File: src/rtl/llti_pkg.sv
// shared types, codes and constant tables of the log-log table interpolator
package llti_pkg;

	localparam int LOG_FRAC = 24;
	localparam int LG_W     = LOG_FRAC + 5;

	typedef logic [31:0]     q16_t;
	typedef logic [LG_W-1:0] lg_t;

	localparam logic [1:0] FN_CLEAR  = 2'd0;
	localparam logic [1:0] FN_APPEND = 2'd1;
	localparam logic [1:0] FN_QUERY  = 2'd2;

	localparam logic [2:0] ST_OK     = 3'd0;
	localparam logic [2:0] ST_FULL   = 3'd1;
	localparam logic [2:0] ST_REJECT = 3'd2;
	localparam logic [2:0] ST_BELOW  = 3'd3;
	localparam logic [2:0] ST_CLAMP  = 3'd4;

	typedef struct packed {
		logic busy;
		logic done;
	} div_stat_t;

	// successive square roots of 2 in Q1.31, entry i is the 2^-(i+1) power
	function automatic logic [LOG_FRAC*32-1:0] ex_root_table();
		logic [LOG_FRAC*32-1:0] tab;
		logic [63:0] r;
		logic [63:0] v;
		logic [63:0] s;
		logic [63:0] b;
		tab = '0;
		r = 64'd1 << 32;
		for (int i = 0; i < LOG_FRAC; i++) begin
			v = r << 31;
			s = '0;
			b = 64'd1 << 62;
			for (int k = 0; k < 32; k++) begin
				if (v >= s + b) begin
					v = v - (s + b);
					s = (s >> 1) + b;
				end else begin
					s = s >> 1;
				end
				b = b >> 2;
			end
			r = s;
			tab[i*32 +: 32] = r[31:0];
		end
		return tab;
	endfunction

	localparam logic [LOG_FRAC*32-1:0] EX_ROOTS = ex_root_table();

endpackage

File: src/rtl/llti_mul.sv
// shared 32x32 multiplier with registered product
module llti_mul
	import llti_pkg::*;
(
	input  logic        clk,
	input  logic [31:0] a,
	input  logic [31:0] b,
	output logic [63:0] p
);

	logic [63:0] p_q;

	always_ff @(posedge clk) begin
		p_q <= 64'(a) * 64'(b);
	end

	assign p = p_q;

endmodule

File: config.mk
export PLATFORM = sky130hd
export DESIGN_NAME = llti_mul
export DESIGN_NICKNAME = d
export VERILOG_FILES = /design/src/rtl/llti_pkg.sv /design/src/rtl/llti_mul.sv
export SDC_FILE = /design/constraint.sdc
export NUM_CORES = 2
export LEC_CHECK = 0
export BUFFER_PORTS_ARGS = -buffer_cell sky130_fd_sc_hd__buf_4
export CAP_MARGIN = 20
export CORE_UTILIZATION = 60
export CTS_CLUSTER_DIAMETER = 40
export DETAILED_ROUTE_END_ITERATION = 16
export GPL_TIMING_DRIVEN = 0
export PLACE_DENSITY = 0.78
export SLEW_MARGIN = 10
export SYNTH_ARGS = -nofsm -noshare
export SYNTH_HDL_FRONTEND = slang
export SYNTH_SLANG_ARGS = --single-unit
export TNS_END_PERCENT = 1
File: constraint.sdc
create_clock -name clk -period 10.7 [get_ports clk]
set_input_delay 2.14 -clock clk [delete_from_list [all_inputs] [get_ports clk]]
set_output_delay 2.14 -clock clk [all_outputs]
set_load 0.05 [all_outputs]
Word-level counts from Yosys, hierarchy flattened
Index checks and enable logic that the tools add are counted.
{"block": "classes", "mul": 1}
{"op": "multiplier 32 x 32 -> 64 bit", "count": 1}
{"block": "totals", "output_inout_bits": 64, "regBits": 64}

Depth between registers and ports, before layout
{"block": "logic_depth", "ltp_word": 1, "depth_mapped": 29, "depth_no_buf": 27}

Least setup slack after synthesis
No wires, ideal clock.
{"block": "synth_timing", "path_type": "input to register", "start": "in a[25]", "end": "reg p_q[62] (netlist: p[62])", "n_path_buf": 2, "slack_ns": 1.807, "required_time_ns": 10.628, "t_arrival_ns": 8.821, "path_stages": 25, "cell_sequence": "clkbuf_1 > nand2_1 > fa_1 > inv_1 > fa_1 > inv_1 > fa_1 > inv_1 > fa_1 > fa_1 > fa_1 > fa_1 > inv_1 > fa_1 > inv_1 > ha_1 > buf_2 > nand4_1 > or4_1 > or3_1 > a31oi_1 > a31o_2 > a211oi_1 > o21ai_1 > xor2_1"}
{"block": "synth_between", "elab_chain_cells": 1}
{"element": "start, declared", "line": "llti_mul.sv:6", "text": "input logic [31:0] a,"}
{"element": "multiplier 32 x 32 -> 64 bit", "line": "llti_mul.sv:14", "text": "p_q <= 64'(a) * 64'(b);"}
{"element": "end signal, assigned", "line": "llti_mul.sv:14"}
{"element": "end, declared", "line": "llti_mul.sv:11", "text": "logic [63:0] p_q;"}
Every way passes these cells.

Final worst setup path
{"block": "layout_timing", "start": "in a[22]", "end": "reg p_q[62] (netlist: p[62])"}
The elaborated chain is that of the path after synthesis.

==> reports/metrics.yaml <==
ys_seq_area_share_pct: 3.69
fillerInstances: 4890
dpl.hpwl_um: 102000
synth_edf_count: 0
gp_congestion: 1.06
wire_per_inst_um: 26.4
cp.required_ps: 10970
cap_violations: 0
synth_top_family_by_area: "adder cells"
timing.final.crit_share_pct: 97.7
drt-vias-per-instance: 5.93
drt_first_pass_iters: 6
synth_area_um2: 34700
cts.clk_slew.worst_paths_ps: 60
grt_pass1_vias: 28700
dr.first_iter.drc_count: 3057
arrival_ps: 10720
post-route-drc-count: 0
relSlewSlack_pct: 18.3
status: "finished, final reports clean"
core_um2: 56700
cts.sinks: 64
ys_warn_count: 0
synthSimpleGateAreaFrac_pct: 17.6
ys_types: 57
clk_path_buf_depth: 2
port_buffers: 128
hold_buffers: 0
dieArea_um2: 58800
min_to: "p[0]$_DFF_P_"
layout.nets: 5112
cts_resized: 0
post-place-ws_ps: 279
syn_avg_cell_area_um2: 9.25
syn_nets: 4972
cts_tree: "done"
grt_usage_pct: 43.3
finalSetupTns_ps: 0
die_w_um: 242
yosys.area_share.adder_pct: 61.2
htreeDepth: 3
synth-seq-cells: 64
whs_path_depth: 2
muxShareOfSynthArea_pct: 0.0289
hold_viol_final: 0
setup_ws_ps: 250
grt_pass1_wl_um: 181000
grt_start_max_net_pins: 14
synth_ff_type: "dfxtp_1"
via_count: 27600
initial_core_util_pct: 61.1
routed_wirelength_um: 123000
postRouteAntennaNets: 0
holdCritStartpoint: "b[0]"
hp-class: "primary input to flop"
syn_inst: 3748
synth_compound_area_share_pct: 4.15
setup_viol: 0
largest_reg_flops: 64
syn2layout_area_growth_pct: 6.55
numCtsBuffers: 9
rsz0062_at_grt: "false"
drive_gt1_share_pct: 4.32
die_height_um: 242
antenna_found_initial: 10
end_kind: "flop"
root_buffer: "clkbuf_16"
io_pins: 129
drv_slew: 0
crit_path_max_fanout: 10
rows: 87
fmaxAchievable_ghz: 0.0957
synth-xor-area-share_pct: 1.52
crit_type: "primary input to flop"
layout_min_cycle_time_ps: 10450
gr-total-overflow: 0
cts_setup_buffers: 0
tightest_slew_ps: 1230
async_flop_share_pct: 0
startpoint_type: "primary input"
==> worst max path at each step <==
| stage | start | end | slack [ps] | depth (start not counted) |
|---|---|---|---|---|
| 3_5_place_dp | a[24] | p[62]$_DFF_P_ | 280 | 26 |
| 4_1_cts | a[24] | p[62]$_DFF_P_ | 580 | 26 |
| 2_1_floorplan | a[25] | p[62]$_DFF_P_ | 1810 | 25 |
| 6_report | a[22] | p[62]$_DFF_P_ | 250 | 26 |
| 5_1_grt | a[22] | p[62]$_DFF_P_ | 130 | 26 |
| 3_3_place_gp | a[25] | p[62]$_DFF_P_ | 240 | 26 |
==> worst max-delay path, cell delays in order <==
cell and delay, ps:
buf_4 150, clkbuf_1 860, nand2_1 210, fa_1 580, inv_1 50, fa_1 560
inv_1 80, fa_1 530, inv_1 50, fa_1 480, fa_1 730, fa_1 490
fa_1 500, inv_1 60, fa_1 480, inv_1 40, ha_1 250, buf_2 180
nand4_1 220, or4_1 480, or3_1 390, a31oi_1 410, a31o_2 280, a211oi_1 110
o21ai_1 220, xor2_1 170
==> area by class of cell <==
cell class	count	area, um2	area share [%]
inverters	865	3250	8.79
well taps	756	946	2.56
multi-input cells	2599	29300	79.3
clock inverters	7	103	0.278
diodes	9	22.5	0.0610
repair buffers	129	976	2.64
clock buffers	9	225	0.610
plain buffers	220	833	2.26
flip-flops and latches	64	1280	3.47
==> per-stage QoR <==
stage | hold WS [ps] | cells | utilization, % | cell area, um2
2_1_floorplan | 2270 | 3748 | - | 34700
3_3_place_gp | 2500 | 4632 | 64.5 | 36600
3_5_place_dp | 2500 | 4632 | 64.5 | 36600
4_1_cts | 2140 | 4648 | 65.1 | 36900
5_1_grt | 2140 | 4649 | 65.1 | 36900
6_report | 2150 | 4658 | 65.1 | 36900
==> cell usage after synthesis, drive strengths merged, types with 3 or more instances <==
library cell    n  area share [%]
nand2         480             5.2
and4            3           0.076
clkbuf        213             2.3
xnor2          35            0.88
nand4          23            0.41
dfxtp          64             3.7
nand3          10            0.14
o21bai         11            0.25
and2          602              11
a221o           4            0.12
ha            263             9.5
a21boi          3           0.065
nor2           20            0.22
a211oi          3           0.065
o21a            9            0.19
xor2           25            0.63
inv           865             9.4
or3             3           0.054
fa            896              52
o31ai           5            0.23
a221oi          4            0.25
nor3            7            0.10
buf             7           0.097
a31oi          12            0.22
and3           14            0.25
o221ai          3           0.076
o21ai          26            0.38
a21o           40            0.87
a21oi          66            0.99
or2             3           0.054
or4             3           0.065
==> routing by layer <==
layer  track usage [%]  up-vias  wire [um]
li1                  -    11100          -
met1              51.4    13900      40400
met2              65.6     1944      54100
met3              11.8      607      14900
met4              36.7        4      13600
met5            0.0817        -         27
==> cell usage in the layout, fill, tap and decap left out, drive strengths merged, types with 5 or more instances in the layout <==
cell type / instances
nand3: 10
diode: 9
inv: 867
nor2: 20
o31ai: 5
clkbuf: 222
nand2: 480
nand4: 23
and2: 602
buf: 136
nor3: 7
o21a: 9
a21oi: 66
fa: 896
ha: 263
and3: 14
o21ai: 26
xor2: 25
a21o: 40
xnor2: 35
a31oi: 12
dfxtp: 64
o21bai: 11
==> cell families after synthesis <==
logic type / count (synthesis)
AOI/OAI and AO/OA: 202
xor gates and xnor gates: 60
and+or+nand+nor: 1177
buffers and inverters: 1085
muxes: 1
DFF: 64
adders and majority gates: 1159
Power is left out: the tool's default activity adds up to more than one toggle a clock period on the data nets, which glitch-free logic cannot reach.
