--- config.mk ---
export PLATFORM = sky130hd
export DESIGN_NAME = llti_div
export DESIGN_NICKNAME = d
export VERILOG_FILES = /design/src/rtl/llti_pkg.sv /design/src/rtl/llti_div.sv
export SDC_FILE = /design/constraint.sdc
export NUM_CORES = 1
export LEC_CHECK = 0
export ABC_AREA = 1
export BUFFER_PORTS_ARGS = -buffer_cell sky130_fd_sc_hd__buf_2
export CAP_MARGIN = 20
export CORE_ASPECT_RATIO = 0.75
export CORE_MARGIN = 2
export CORE_UTILIZATION = 44
export CTS_CLUSTER_DIAMETER = 40
export CTS_CLUSTER_SIZE = 10
export DETAILED_ROUTE_END_ITERATION = 7
export PLACE_DENSITY = 0.75
export SYNTH_ARGS = -nofsm -noshare
export SYNTH_HDL_FRONTEND = slang
export SYNTH_SLANG_ARGS = --single-unit
--- constraint.sdc ---
create_clock -name clk -period 5.38 [get_ports clk]
set_clock_uncertainty 0.15 [all_clocks]
set_input_delay 1.076 -clock clk [delete_from_list [all_inputs] [get_ports clk]]
set_output_delay 1.076 -clock clk [all_outputs]
set_load 0.005 [all_outputs]
--- src/rtl/llti_pkg.sv ---
// shared types, codes and constant tables of the log-log table interpolator
package llti_pkg;

	localparam int LOG_FRAC = 24;
	localparam int LG_W     = LOG_FRAC + 5;

	typedef logic [31:0]     q16_t;
	typedef logic [LG_W-1:0] lg_t;

	localparam logic [1:0] FN_CLEAR  = 2'd0;
	localparam logic [1:0] FN_APPEND = 2'd1;
	localparam logic [1:0] FN_QUERY  = 2'd2;

	localparam logic [2:0] ST_OK     = 3'd0;
	localparam logic [2:0] ST_FULL   = 3'd1;
	localparam logic [2:0] ST_REJECT = 3'd2;
	localparam logic [2:0] ST_BELOW  = 3'd3;
	localparam logic [2:0] ST_CLAMP  = 3'd4;

	typedef struct packed {
		logic busy;
		logic done;
	} div_stat_t;

	// successive square roots of 2 in Q1.31, entry i is the 2^-(i+1) power
	function automatic logic [LOG_FRAC*32-1:0] ex_root_table();
		logic [LOG_FRAC*32-1:0] tab;
		logic [63:0] r;
		logic [63:0] v;
		logic [63:0] s;
		logic [63:0] b;
		tab = '0;
		r = 64'd1 << 32;
		for (int i = 0; i < LOG_FRAC; i++) begin
			v = r << 31;
			s = '0;
			b = 64'd1 << 62;
			for (int k = 0; k < 32; k++) begin
				if (v >= s + b) begin
					v = v - (s + b);
					s = (s >> 1) + b;
				end else begin
					s = s >> 1;
				end
				b = b >> 2;
			end
			r = s;
			tab[i*32 +: 32] = r[31:0];
		end
		return tab;
	endfunction

	localparam logic [LOG_FRAC*32-1:0] EX_ROOTS = ex_root_table();

endpackage

--- src/rtl/llti_div.sv ---
// restoring divider, 64-bit dividend by 32-bit divisor, one quotient bit per cycle
module llti_div
	import llti_pkg::*;
(
	input  logic        clk,
	input  logic        arst_n,
	input  logic        start,
	input  logic [63:0] dividend,
	input  logic [31:0] divisor,
	output div_stat_t   stat,
	output logic [63:0] quotient
);

	logic        busy_q;
	logic        done_q;
	logic [5:0]  cnt_q;
	logic [63:0] dvd_q;
	logic [31:0] rem_q;
	logic [31:0] dsr_q;
	logic [32:0] rem_sh;
	logic [32:0] rem_sub;
	logic        fits;

	always_comb begin
		rem_sh  = {rem_q, dvd_q[63]};
		fits    = rem_sh >= {1'b0, dsr_q};
		rem_sub = rem_sh - {1'b0, dsr_q};
	end

	always_ff @(posedge clk or negedge arst_n) begin
		if (!arst_n) begin
			busy_q <= 1'b0;
			done_q <= 1'b0;
			cnt_q  <= '0;
		end else begin
			done_q <= 1'b0;
			if (start) begin
				busy_q <= 1'b1;
				cnt_q  <= '0;
			end else if (busy_q) begin
				cnt_q <= cnt_q + 6'd1;
				if (cnt_q == 6'd63) begin
					busy_q <= 1'b0;
					done_q <= 1'b1;
				end
			end
		end
	end

	// dividend register fills with quotient bits from the bottom
	always_ff @(posedge clk) begin
		if (start) begin
			dvd_q <= dividend;
			rem_q <= '0;
			dsr_q <= divisor;
		end else if (busy_q) begin
			rem_q <= fits ? rem_sub[31:0] : rem_sh[31:0];
			dvd_q <= {dvd_q[62:0], fits};
		end
	end

	assign stat.busy = busy_q;
	assign stat.done = done_q;
	assign quotient  = dvd_q;

endmodule

## After elaboration in Yosys (flattened, before gate mapping)

Cells that the tools add are included.

| operators by class | value |
|---|---|
| magnitude comparators | 1 |
| reductions and logical operators | 1 |
| muxes and demuxes | 11 |
| equality and inequality tests | 1 |
| add/subtract/negate cells | 2 |

Operator list:

| cell | count |
|---|---|
| $mux 64 | 2 |
| $ge 33x32->1 | 1 |
| $mux 32 | 1 |
| $sub 32x32->32 | 1 |
| $mux 6 | 2 |
| $add 6x1->6 const B | 1 |
| $eq 6x6->1 const B | 1 |
| $mux 1 | 6 |
| $reduce_bool 2->1 | 1 |

| storage, ports and cells | value |
|---|---|
| flip-flop bits (word level) | 136 |
| bits of input ports | 99 |

## Logic depth before layout (Yosys ltp)

| depth | value |
|---|---|
| word-level depth | 4 |
| mapped depth | 16 |
| depth with buffers taken out | 16 |

## Worst setup path before layout

OpenSTA, ideal clock, no wires.

| timing path | value |
|---|---|
| kind | in2reg |
| from | input port start |
| to | register dvd_q[0] (netlist: quotient[0]), enable pin |
| setup time | 419 ps |
| cell stages on the path | 3 |
| setup slack | 2060 ps |
| buffers on the path | 1 |
| arrival time | 2751 ps |
| path through | clkbuf_1 -> nor2_1 -> inv_1 |

| on the way | value |
|---|---|
| word-level cells in the longest chain between the ends | 1 |

RTL lines:

| element | line | source |
|---|---|---|
| start: declaration | llti_div.sv:7 | `input logic start,` |
| $reduce_bool 2->1 (no source line) | n/a |  |
| end signal: assignment | llti_div.sv:53 | `dvd_q <= dividend;` |
| end signal: assignment | llti_div.sv:58 | `dvd_q <= {dvd_q[62:0], fits};` |
| end: declaration | llti_div.sv:17 | `logic [63:0] dvd_q;` |

Every way passes these cells.
A chain may end at the register's enable or synchronous reset.

## Worst setup path in the final report

| timing path | value |
|---|---|
| from | register dsr_q[23] |
| to | register rem_q[18] |

| on the way | value |
|---|---|
| word-level cells in the longest chain between the ends | 2 |

RTL lines:

| element | line | source |
|---|---|---|
| start: declaration | llti_div.sv:19 | `logic [31:0] dsr_q;` |
| start signal: assignment | llti_div.sv:55 | `dsr_q <= divisor;` |
| $ge 33x32->1 | llti_div.sv:26 | `fits = rem_sh >= {1'b0, dsr_q};` |
| $mux 32 | llti_div.sv:57 | `rem_q <= fits ? rem_sub[31:0] : rem_sh[31:0];` |
| end signal: assignment | llti_div.sv:57 |  |
| end: declaration | llti_div.sv:18 | `logic [31:0] rem_q;` |

Every way passes these cells.

==> impl_metrics.py <==
metrics = {
    "worst_setup_path": {
        "r2r_slack_ns": 2.25,
        "critPathRequiredTime_ns": 5.60,
        "worstSetupPathType": "flip-flop to flip-flop",
        "critPathLaunch": "dsr_q[23]$_DFFE_PP_",
        "r2r-start": "dsr_q[23]$_DFFE_PP_",
        "crit_fanout": 34,
        "end_kind": "flip-flop",
        "worst_ep_arrival_time_ns": 3.35,
        "startpoint_type": "flip-flop",
    },
    "sta": {
        "hold_viol": 0,
        "slew_headroom_pct": 27.9,
        "drv_slew": 0,
        "fmaxAchievable_mhz": 319,
        "max_slew.worst_pin.slew_ns": 1.08,
        "min_period_ns": 3.13,
        "rsz0062_at_grt": "false",
        "setup_tns_ns": 0,
        "min_period_over_period_pct": 58.2,
        "finalSetupViolations": 0,
    },
    "global_routing": {
        "grt_pass1_wl_mm": 33.1,
        "grt_max_degree": 99,
        "met3_usage_pct": 5.51,
        "gr-usage-all-layers_pct": 21.0,
        "antenna_found_initial": 2,
        "grt-ovfl-total": 0,
        "grt.met2_usage_pct": 31.9,
        "use_met1_pct": 30.0,
        "grt_pass1_vias": 6837,
        "grt_busiest_layer": "met2",
    },
    "floorplan": {
        "std_cell_rows": 43,
        "core_area_um2": 18400,
        "die_h_um": 122,
        "die-area_um2": 19800,
        "fp.dieW_um": 162,
        "io_pins": 165,
        "start_util_pct": 44.6,
    },
    "synth": {
        "synth_warnings": 0,
        "ys_seq_area_share_pct": 45.4,
        "synth_area_per_cell_um2": 7.31,
        "syn-instance-count": 1122,
        "synthesis.nets": 1255,
        "synth_seq_cells": 136,
        "ys_async_sr_fraction_pct": 5.88,
        "ys.flop_type": "edfxtp_1",
        "synth_edf_count": 96,
        "synth_area_um2": 8210,
        "yosysUniqueCellTypes": 33,
    },
    "layout": {
        "mostFrequentLayoutCells": "nand2_1, buf_2, inv_1",
        "drive_above_1_share_pct": 17.2,
        "fin_nets": 1412,
        "area_growth_pct": 20.7,
        "layout_commonest_cell": "nand2_1",
        "fillers": 1759,
        "num_antenna_cells": 0,
    },
    "clock_network": {
        "hold_buffers": 0,
        "cts-root-buf": "clkbuf_16",
        "cts_buffers": 17,
        "cts_tree": "done",
        "cts_max_path_buffers": 2,
        "htreeDepth": 4,
        "clk_pin_slew_worst_paths_ns": 0.06,
        "postCtsSetupBuffers": 0,
        "clock_latency_ns": 0.43,
        "cts_resized": 0,
        "clkSinkCount": 136,
    },
    "drt": {
        "post-route-drc-count": 0,
        "vias_per_cell": 4.80,
        "drtIter0Drc": 464,
        "wl_per_cell_um": 13.3,
        "firstDrtPassIters": 5,
        "finalWirelength_mm": 20.4,
        "antenna_left": 0,
        "vias": 7385,
    },
    "placed_design": {
        "hpwl_mm": 14.6,
        "routabilityCongestion": 0.928,
        "io_buffers": 164,
    },
    "power_and_ir_drop": {
        "finalPower_mw": 2.85,
        "irDropWorstVdd_mv": 0.199,
        "leakagePower_nw": 5.42,
        "power-per-cell-area_nw_per_um2": 288,
    },
    "hold_path": {
        "hold_path.class": "flip-flop to flip-flop",
        "hold_start": "rem_q[5]$_SDFFE_PP0P_",
    },
    "job": {
        "cap_violations": 0,
    },
    "status": {
        "status": "complete, no violations",
    },
}
critical path: stages (launching register included):
cell      delay [ns]
edfxtp_1        0.33
inv_1           0.04
ha_1            0.34
nand2_1         0.16
inv_1           0.06
nand2_1         0.06
nand2_1         0.06
inv_1           0.05
nand2_1         0.06
nand2_1         0.08
nand2_1         0.08
a21oi_4         0.81
nand2_4         0.42
nand2_1         0.20
nand3_1         0.08
nand2_1         0.07
per-layer routing:
layer	vias to the layer above	wire length (um)
met3	25	1340
met1	3356	10000
met4	4	238
li1	3782	-
met5	-	21
met2	218	8770
final timing paths:
path	end	depth (start not counted)
setup / recovery	rem_q[18]$_SDFFE_PP0P_	15
hold / removal	rem_q[5]$_SDFFE_PP0P_	2
setup reg to reg	rem_q[18]$_SDFFE_PP0P_	15
hold reg to reg	rem_q[5]$_SDFFE_PP0P_	2
max in group asynchronous	cnt_q[1]$_DFFE_PN0P_	1
min in group asynchronous	cnt_q[0]$_DFFE_PN0P_	1
per-stage QoR:
step / hold slack (ns) / cell area, um2 / worst slack (ns) / utilization, % / cells
6_report: 0.320 / 9900 / 2.25 / 53.8 / 1539
4_1_cts: 0.319 / 9860 / 2.17 / 53.6 / 1537
3_3_place_gp: 0.306 / 9210 / 1.76 / 50.1 / 1505
5_1_grt: 0.328 / 9900 / 1.97 / 53.8 / 1539
2_1_floorplan: 0.294 / 8210 / 2.06 / - / 1122
3_5_place_dp: 0.308 / 9210 / 1.72 / 50.1 / 1505
synthesized netlist by cell type (5+ instances only):
cell type / number / area (um2)
nor2_1: 54 / 203
nand3b_1: 40 / 300
nand2_1: 541 / 2030
dfrtp_1: 8 / 200
a21oi_1: 20 / 100
inv_1: 162 / 608
xnor2_1: 14 / 123
ha_1: 33 / 413
buf_2: 7 / 35.0
clkbuf_1: 19 / 71.3
edfxtp_1: 96 / 2880
nand3_1: 52 / 260
dfxtp_1: 32 / 641
and2_1: 5 / 31.3
final cells by class:
class	count	area [um2]	share of cell area (%)
clock buffer	17	425	4.30
inverter	164	616	6.22
clock inverter	15	220	2.22
timing repair buffer	169	893	9.02
sequential	136	3720	37.6
multi-input combinational	791	3720	37.5
tap	247	309	3.12
state kept, by name, indices dropped and copies added, names as in the netlist:
register,count
cnt_q,6
busy_q,1
dsr_q,32
rem_q,32
done_q,1
quotient,64
power breakdown:
| part | internal [mW] | switching, mW |
|---|---|---|
| combinational | 0.138 | 0.188 |
| clock | 0.759 | 0.522 |
| sequential | 1.20 | 0.0402 |
| total | 2.10 | 0.750 |
cells by family after synthesis:
kind of cell	after synthesis	share of synthesized area, %
AOI/OAI and AO/OA	28	2.01
xor gates and xnor gates	14	1.49
adders and majority gates	34	5.28
buffers and inverters	195	9.39
DFF	136	45.4
and+or+nand+nor	715	36.5
No activity file was read; power rests on OpenSTA's default activity.
